==> src/rtl/core/assert_macros.svh <==
`ifndef ASSERT_MACROS_SVH
`define ASSERT_MACROS_SVH
// implication checked every clock outside reset
`define ASSERT_IMPL(label, clk, rst, pre, post) \
   label: assert property (@(posedge clk) disable iff (rst) (pre) |-> (post)) \
      else $error("assertion failed");
// next-cycle implication checked every clock outside reset
`define ASSERT_NEXT(label, clk, rst, pre, post) \
   label: assert property (@(posedge clk) disable iff (rst) (pre) |=> (post)) \
      else $error("assertion failed");
`endif

==> src/rtl/core/bloom_ram.sv <==
module bloom_ram #(
   parameter int WIDTH = 1,
   parameter int DEPTH = 16
) (
   input  logic                     clock,
   input  logic                     wr_en,
   input  logic [$clog2(DEPTH)-1:0] wr_addr,
   input  logic [WIDTH-1:0]         wr_data,
   input  logic [$clog2(DEPTH)-1:0] rd_addr,
   output logic [WIDTH-1:0]         rd_data
);
   logic [WIDTH-1:0] mem [DEPTH];
   always_ff @(posedge clock) begin
      if (wr_en) begin
         mem[wr_addr] <= wr_data;
      end
      rd_data <= mem[rd_addr];
   end
endmodule

==> config.mk <==
export PLATFORM = sky130hd
export DESIGN_NAME = bloom_ram
export DESIGN_NICKNAME = d
export VERILOG_FILES = /design/src/rtl/core/assert_macros.svh /design/src/rtl/core/bloom_ram.sv
export SDC_FILE = /design/constraint.sdc
export NUM_CORES = 1
export LEC_CHECK = 0
export BUFFER_PORTS_ARGS = -buffer_cell sky130_fd_sc_hd__buf_2
export CORE_MARGIN = 4
export CORE_UTILIZATION = 45
export CTS_CLUSTER_DIAMETER = 120
export DETAILED_ROUTE_END_ITERATION = 12
export GPL_TIMING_DRIVEN = 0
export HOLD_SLACK_MARGIN = 0.12
export PLACE_DENSITY = 0.66
export RECOVER_POWER = 100
export SLEW_MARGIN = 20
export SYNTH_ARGS = -nofsm -noshare
export SYNTH_HDL_FRONTEND = slang
export SYNTH_SLANG_ARGS = --single-unit
==> constraint.sdc <==
create_clock -name clock -period 3 [get_ports clock]
set_clock_uncertainty 0.1 [all_clocks]
set_input_delay 0.3 -clock clock [delete_from_list [all_inputs] [get_ports clock]]
set_output_delay 0.3 -clock clock [all_outputs]
set_load 0.005 [all_outputs]
==> metrics <==
share of the synthesized area in the top cell type=between 60% and 70%; setup violators final=0; Yosys Warn Count=0; I/O pin cnt=12; Seq/Total Area, Yosys=between 60% and 70%; first drt pass iteration count=4; post-route insts no fill=just under 80; Initial Util=48.38%; synth unique cells=11; post-synthesis cell count=47; initial antenna violation count=0; Clock Path Buffers=2; H-tree lvl count=1; overall power=~0.42 mW; hold path cells=3; Main synth FF type=edfxtp_1; CTS tree=yes; Worst Setup End Kind=flip-flop; syn nets=58; root buf cell=clkbuf_4; Syn Std Cell Area=745.7 µm²; pwr dens=approximately 500 nW/µm²; Post-DRT Antenna Nets=0; post-placement cell count=74; average cell area after synthesis=15.87 µm²; Crit path required time=a little over 3 ns; worst-path fanout max=1; drc violations=0; Reg2Reg Capture Point=rd_data; Clk Latency, worst-skew pair=0.29 ns; number of synthesized flops with an enable pin=16; DP Worst Slack=roughly 1.5 ns; Routed wire per std cell=between 10 and 15 µm; vias in the first global route=roughly 460; chip width=48.71 µm; Worst-path clk slew=approximately 0.090 ns; VDD IR max=0.3283 mV; actual slew at the worst max-slew pin=~0.53 ns; reg-to-reg startpoint=mem[9]; CP Launch Type=flip-flop; FP Rows=14; Max Cap Viol=0; Design Area, Final=~850 µm²; RSZ-0062 raised after global routing=no; Achievable Freq=around 0.74 GHz; ranking of synthesized cells by area=edfxtp_1, mux4_1, nor2_1, mux2i_1, dfxtp_1; TritonCTS Buffers=3; post-placement cell area=just over 800 µm²; Reg2Reg Setup Slack=about 1.7 ns; PortBufs=11; total die area=~2400 µm²; most numerous cell in the Yosys netlist=edfxtp_1; NumNets Final=75; Setup Fix Bufs, Post-CTS=0; initial DRC count=9; Core ar.=~1500 µm²; #FFs+latches synth=17; residual overflow from global routing=0; final hold vios=0; sum of negative setup slack=0 ns; Resized cells post-CTS=0; setup ws final=roughly 1.7 ns; routability cong.=0.6993; Vias per Instance=5.734; layout cells sized above 1=20.63%; Max-slew headroom=between 60 and 70%; Hold Path End=rd_data; Die Y=approximately 49 µm; FFs w/ async S/R, synth=0%; Clock Sinks=17; routed wire length=1153 µm; # diodes=0; post-route clock period utilization=roughly 45%; Tmin final=approximately 1.3 ns; post-synth top area cell=edfxtp_1; Worst EP arrival=about 1.4 ns; R2R cell count=3; global-route wire length before repair=a little over 2000 µm; Post-synth top cells=edfxtp_1, nor2_1, mux4_1, nor3_1, mux2i_1; Worst Path Class, Setup=flip-flop to flip-flop; Final HPWL DP=just under 900 µm; Final Slew Violations=0; static leakage=0.3018 nW; hold path start=rd_addr[3]; Worst Hold Class=primary input to flip-flop; Area Overhead vs Synth=14.60%; CTS hold repair buffers=1; largest net degree at the start of global routing=17; status=completed; gr usage total=10.91%; via count=~450
[power by group]
| group | internal, mW | total (mW) | switching [mW] |
|---|---|---|---|
| sequential | 0.265 | 0.266 | 0.00122 |
| clock | 0.0496 | 0.117 | 0.0677 |
| combinational | 0.0166 | 0.0353 | 0.0187 |
[cell families after synthesis]
logic type / after synthesis / share of synthesized area (%)
flops: 17 / 67.11
mux: 7 / 18.12
simple gates: 23 / 14.76
[placed cells by master, fill, tap and decap left out, drive strengths merged]
master,netlist,routed
dlygate4sd3,0,1
nor3,4,4
nand2,1,1
mux4,4,4
dfxtp,1,1
nor2,12,12
nand3,1,1
edfxtp,16,16
nand2b,2,2
buf,0,8
clkinv,0,1
mux2i,3,3
nand3b,2,2
or3b,1,1
clkbuf,0,6
[state kept, by name, summed over array words and instances, names as in the netlist]
signal	count
rd_data	1
mem	16
[worst max-delay path: stages (launching register included)]
cell and delay (ns):
edfxtp_1 0.40, mux4_1 0.52, mux2i_1 0.15, mux2i_1 0.08
[how the worst max path moves through the flow]
stage / from / endpoint / cells past startpoint
2_1_floorplan: wr_addr[2] / mem[0] / 2
3_3_place_gp: wr_addr[2] / mem[0] / 3
3_5_place_dp: wr_addr[2] / mem[0] / 3
4_1_cts: mem[9] / rd_data / 3
5_1_grt: mem[9] / rd_data / 3
6_report: mem[9] / rd_data / 3
[layout make-up]
type                       instances  area [µm²]
clock buffer                       3       22.52
clock inverter                     1       5.005
fill                             138       686.9
multi-input combinational         30       245.2
sequential                        17       500.5
tap                               16       20.02
timing repair buffer              12       61.31
[metrics by stage]
stage | utilization (%) | hold WS [ns]
final | 55.44 | 0.2306
after global routing | 55.44 | 0.2615
after CTS | 55.68 | 0.2332
after detailed placement | 53.25 | 0.4037
after global placement | 53.25 | 0.4066
after floorplan | - | 0.2989
[routing by layer]
metal / up-vias / track usage, % / wire, µm
met1: 210 / 14.06 / 486
met4: 0 / 2.691 / 20
met5: - / 0 / 0
met3: 2 / 3.681 / 104
met2: 24 / 17.61 / 541
li1: 217 / - / -
Note: power is estimated with default switching activity, not from simulation.
