<file path="src/rtl/core/assert_macros.svh">
`ifndef ASSERT_MACROS_SVH
`define ASSERT_MACROS_SVH
// implication checked every clock outside reset
`define ASSERT_IMPL(label, clk, rst, pre, post) \
   label: assert property (@(posedge clk) disable iff (rst) (pre) |-> (post)) \
      else $error("assertion failed");
// next-cycle implication checked every clock outside reset
`define ASSERT_NEXT(label, clk, rst, pre, post) \
   label: assert property (@(posedge clk) disable iff (rst) (pre) |=> (post)) \
      else $error("assertion failed");
`endif

</file>
<file path="src/rtl/core/bloom_mod.sv">
module bloom_mod (
   input  logic        clock,
   input  logic        reset,
   input  logic        start,
   input  logic [31:0] dividend,
   input  logic [20:0] divisor,
   output logic        done,
   output logic [20:0] remainder
);
   logic [21:0] rem_ff, rem_in;
   logic [31:0] quo_ff, quo_in;
   logic [5:0]  cnt_ff, cnt_in;
   logic        busy_ff, busy_in;
   logic [21:0] trial;

   always_comb begin
      rem_in  = rem_ff;
      quo_in  = quo_ff;
      cnt_in  = cnt_ff;
      busy_in = busy_ff;
      trial   = {rem_ff[20:0], quo_ff[31]} - {1'b0, divisor};
      if (start) begin
         rem_in  = '0;
         quo_in  = dividend;
         cnt_in  = 6'd32;
         busy_in = 1'b1;
      end else if (busy_ff) begin
         if (!trial[21]) begin
            rem_in = trial;
         end else begin
            rem_in = {rem_ff[20:0], quo_ff[31]};
         end
         quo_in = {quo_ff[30:0], 1'b0};
         cnt_in = cnt_ff - 6'd1;
         if (cnt_ff == 6'd1) begin
            busy_in = 1'b0;
         end
      end
   end

   always_ff @(posedge clock) begin
      if (reset) begin
         busy_ff <= 1'b0;
         cnt_ff  <= '0;
      end else begin
         busy_ff <= busy_in;
         cnt_ff  <= cnt_in;
      end
      rem_ff <= rem_in;
      quo_ff <= quo_in;
   end

   assign done      = busy_ff && (cnt_ff == 6'd1);
   assign remainder = rem_in[20:0];
endmodule

</file>
<file path="config.mk">
export PLATFORM = sky130hd
export DESIGN_NAME = bloom_mod
export DESIGN_NICKNAME = d
export VERILOG_FILES = /design/src/rtl/core/assert_macros.svh /design/src/rtl/core/bloom_mod.sv
export SDC_FILE = /design/constraint.sdc
export NUM_CORES = 1
export LEC_CHECK = 0
export BUFFER_PORTS_ARGS = -buffer_cell sky130_fd_sc_hd__buf_4
export CORE_ASPECT_RATIO = 1.4
export CORE_MARGIN = 5
export CORE_UTILIZATION = 55
export DETAILED_ROUTE_END_ITERATION = 12
export GPL_TIMING_DRIVEN = 0
export HOLD_SLACK_MARGIN = 0.1
export MAX_ROUTING_LAYER = met4
export PLACE_DENSITY = 0.9
export SLEW_MARGIN = 20
export SYNTH_ARGS = -nofsm -noshare
export SYNTH_HDL_FRONTEND = slang
export SYNTH_SLANG_ARGS = --single-unit
</file>
<file path="constraint.sdc">
create_clock -name clock -period 4.9 [get_ports clock]
set_input_delay 0.98 -clock clock [delete_from_list [all_inputs] [get_ports clock]]
set_output_delay 0.98 -clock clock [all_outputs]
set_load 0.02 [all_outputs]
</file>
==> reports/metrics.csv <==
metric,value,unit
coreArea,6980,µm²
clkPwrFrac,0.255,
num_vias,3679,
clock_skew,10.0,ps
vdd_drop_max,0.270,mV
synth_top_area_share,0.242,
fp.dieH,110,µm
tightest_slew,690,ps
layout_common_cells,"buf_4 (85), nor2_1 (33), edfxtp_1 (32), mux2_2 (31), inv_1 (29)",
start_kind,input pin,
areaGrowthSynthToFinish,25.4,%
hold_viol,0,
path_clk_slew,70,ps
design_power_total,1.81,mW
synth-simple-area-share,0.144,
switching_share,0.382,
final.fill_count,492,
clock_latency,350,ps
synth_seq_cells,60,
drive_above_1_share,0.320,
p_int,1.12,mW
grt_pass1_vias,3700,
netlist_area,3970,µm²
maxCapViolCount,0,
dp_slack,-47.5,ps
dpl_cell_area,4660,µm²
grt_antenna_before_repair,0,
period_needed,4800,ps
synthTopCellsByArea,"edfxtp_1 (24%), dfxtp_1 (14%), mux2_2 (8.8%), ha_1 (7.3%), nor2_1 (3.2%)",
setup_viol,0,
synthDistinctLibCells,60,
overflow,0,
drcViolationCount,2,
dieWidth,81.8,µm
tns,0,ps
p_comb_frac,0.392,
seq_area,1520,µm²
drt-vias-per-instance,6.06,
io_pins,78,
fin_nets,587,
die_area,9030,µm²
cts_sinks,60,
rows,36,
ys_async_sr_fraction,0,
synthAdderAreaFrac,0.0776,
criticalPathCategory,in2out,
initial_core_util,0.568,
crit_arrival,3820,ps
slowest_stage,fa_1,
yosysTopAreaCell,edfxtp_1,
yosys_most_used_dff,edfxtp_1,
fin_area,4970,µm²
cts.path.max_buffers,2,
min_path_type,reg2reg,
cts_tree,done,
violations,design-rule violations,
multiInputGateArea,2290,µm²
cts-root-buf,clkbuf_8,
clock.fmax,0.208,GHz
setup_ws,102,ps
required,3920,ps
io_buffers,77,
crit_top_cell,buf_4,
synth-xor-area-share,0.0420,
wirelength,11000,µm
final_common_cell,buf_4,
syn_avg_cell_area,9.55,µm²
critPathCaptureType,primary output,
wl_met1,3920,µm
postRouteAntennaNets,0,
gp_congestion,0.942,
status,finished with violations,
wl_met2,5800,µm
period_share,0.979,
dpl.hpwl,7920,µm
power_frac_seq,0.353,
n_antenna_cell,0,
slew_viol_final,0,
grt_pass1_wl,17200,µm
powerDensity,364,nW/µm²
grt_max_degree,34,
crit_fanout,5,
synth_nets,495,
maxSlewHeadroom,0.540,
wl_met3,872,µm
ys_seq_area_frac,0.384,
highest_layer,met4,
p_leak,2.20,nW
h-tree-depth,3,
synth_edf_count,32,
rsz0062_at_grt,true,
detail_route.iter0.violations,284,
first_pass_iters,11,
crit_chain,buf_4 > ha_1 > inv_1 > fa_1 > a21o_1 > a221o_1 > a211o_1 > and3_1 > a211oi_2 > a2bb2oi_1 > a31oi_1 > buf_4,
ys_warn_count,0,
power.switching,0.692,mW
synth_cells,415,
slowest_delay,410,ps
synthMuxAreaShare,0.0906,
cts_made_buffers,9,
track_usage,0.252,
synth_top_family_by_area,compound AO/OA/AOI/OAI gates,
wire_per_inst,18.1,µm
synth-compound-area-share,0.202,
-- path summary, 6_finish.rpt --
kind	start	endpoint	slack (ps)	cells past startpoint
hold reg to reg	cnt_ff[1]$_SDFFE_PP0P_	cnt_ff[1]$_SDFFE_PP0P_	520	2
hold / removal	cnt_ff[1]$_SDFFE_PP0P_	cnt_ff[1]$_SDFFE_PP0P_	520	2
setup / recovery	divisor[0]	remainder[20]	100	12
setup reg to reg	quo_ff[31]$_DFFE_PP_	rem_ff[20]$_DFF_P_	1780	11
-- cells by family after synthesis --
| group | Yosys count |
|---|---|
| muxes | 32 |
| buffers and inverters | 55 |
| and+or+nand+nor | 117 |
| adders and majority gates | 24 |
| xor gates and xnor gates | 19 |
| DFF | 60 |
| AOI/OAI and AO/OA | 108 |
-- metal layers --
metal	vias to the layer above	track usage
met5	-	-
met4	0	0.112
met3	42	0.0668
met2	199	0.418
met1	1708	0.276
li1	1730	-
-- power groups by stage --
stage | logic, mW | registers [mW] | clock network (mW)
after floorplan | 0.465 | 0.631 | 0
after global placement | 0.632 | 0.644 | 0
after detailed placement | 0.652 | 0.646 | 0
after CTS | 0.663 | 0.636 | 0.467
after global routing | 0.763 | 0.644 | 0.495
final | 0.709 | 0.639 | 0.462
-- state kept, by name (all words and copies together) (netlist names) --
register / flops
rem_ff: 21
cnt_ff: 6
quo_ff: 32
busy_ff: 1
-- cell type report --
type / instances / area share
multi-input cells: 301 / 0.460
clock inverters: 7 / 0.0151
repair buffers: 80 / 0.121
clock buffers: 9 / 0.0249
plain buffers: 25 / 0.0264
flip-flops and latches: 60 / 0.306
inverters: 30 / 0.0226
well taps: 95 / 0.0239
-- per-stage QoR --
step / hold slack, ps / utilization / instances
5_1_grt: 566 / 0.712 / 607
3_5_place_dp: 507 / 0.668 / 587
6_report: 518 / 0.712 / 607
2_1_floorplan: 464 / - / 415
3_3_place_gp: 485 / 0.668 / 587
4_1_cts: 517 / 0.699 / 605
-- worst max-delay path: cells and delay by family --
| kind | cells | cell delay (ps) |
|---|---|---|
| AO/OA/AOI/OAI | 6 | 1660 |
| adder cells (fa/ha/maj) | 2 | 610 |
| buffers and inverters | 3 | 360 |
| AND/OR/NAND/NOR | 1 | 210 |
-- what timing repair did --
action / 4_1_cts / 5_1_grt
hold buffers: 0 / 0
cloned: 0 / 2
setup buffers: 2 / 0
gates resized for setup: 1 / 17
pin swaps: 1 / 1
setup endpoints to repair: 7 / 18
-- cells in the mapped netlist, types with 2 or more instances --
library cell,instances
nor2_1,34
edfxtp_1,32
mux2_2,31
inv_1,30
dfxtp_1,28
nand2_1,25
ha_1,23
a21oi_1,19
nand3_1,15
a21o_1,14
a311oi_1,12
clkbuf_1,11
xnor2_1,11
nor3_1,10
and3_1,8
o21ai_0,8
o21ai_1,8
xor2_1,8
a31oi_1,6
buf_2,6
a211o_1,5
a211oi_1,5
buf_4,5
nand4_1,5
and2_1,4
o21bai_1,3
o311ai_1,3
o31ai_1,3
or4_1,3
a2111oi_0,2
a211oi_4,2
buf_1,2
nand2b_1,2
o2111ai_1,2
o211a_1,2
o211ai_1,2
o221a_2,2
or3_1,2
Power figures use the tool's default switching activity.
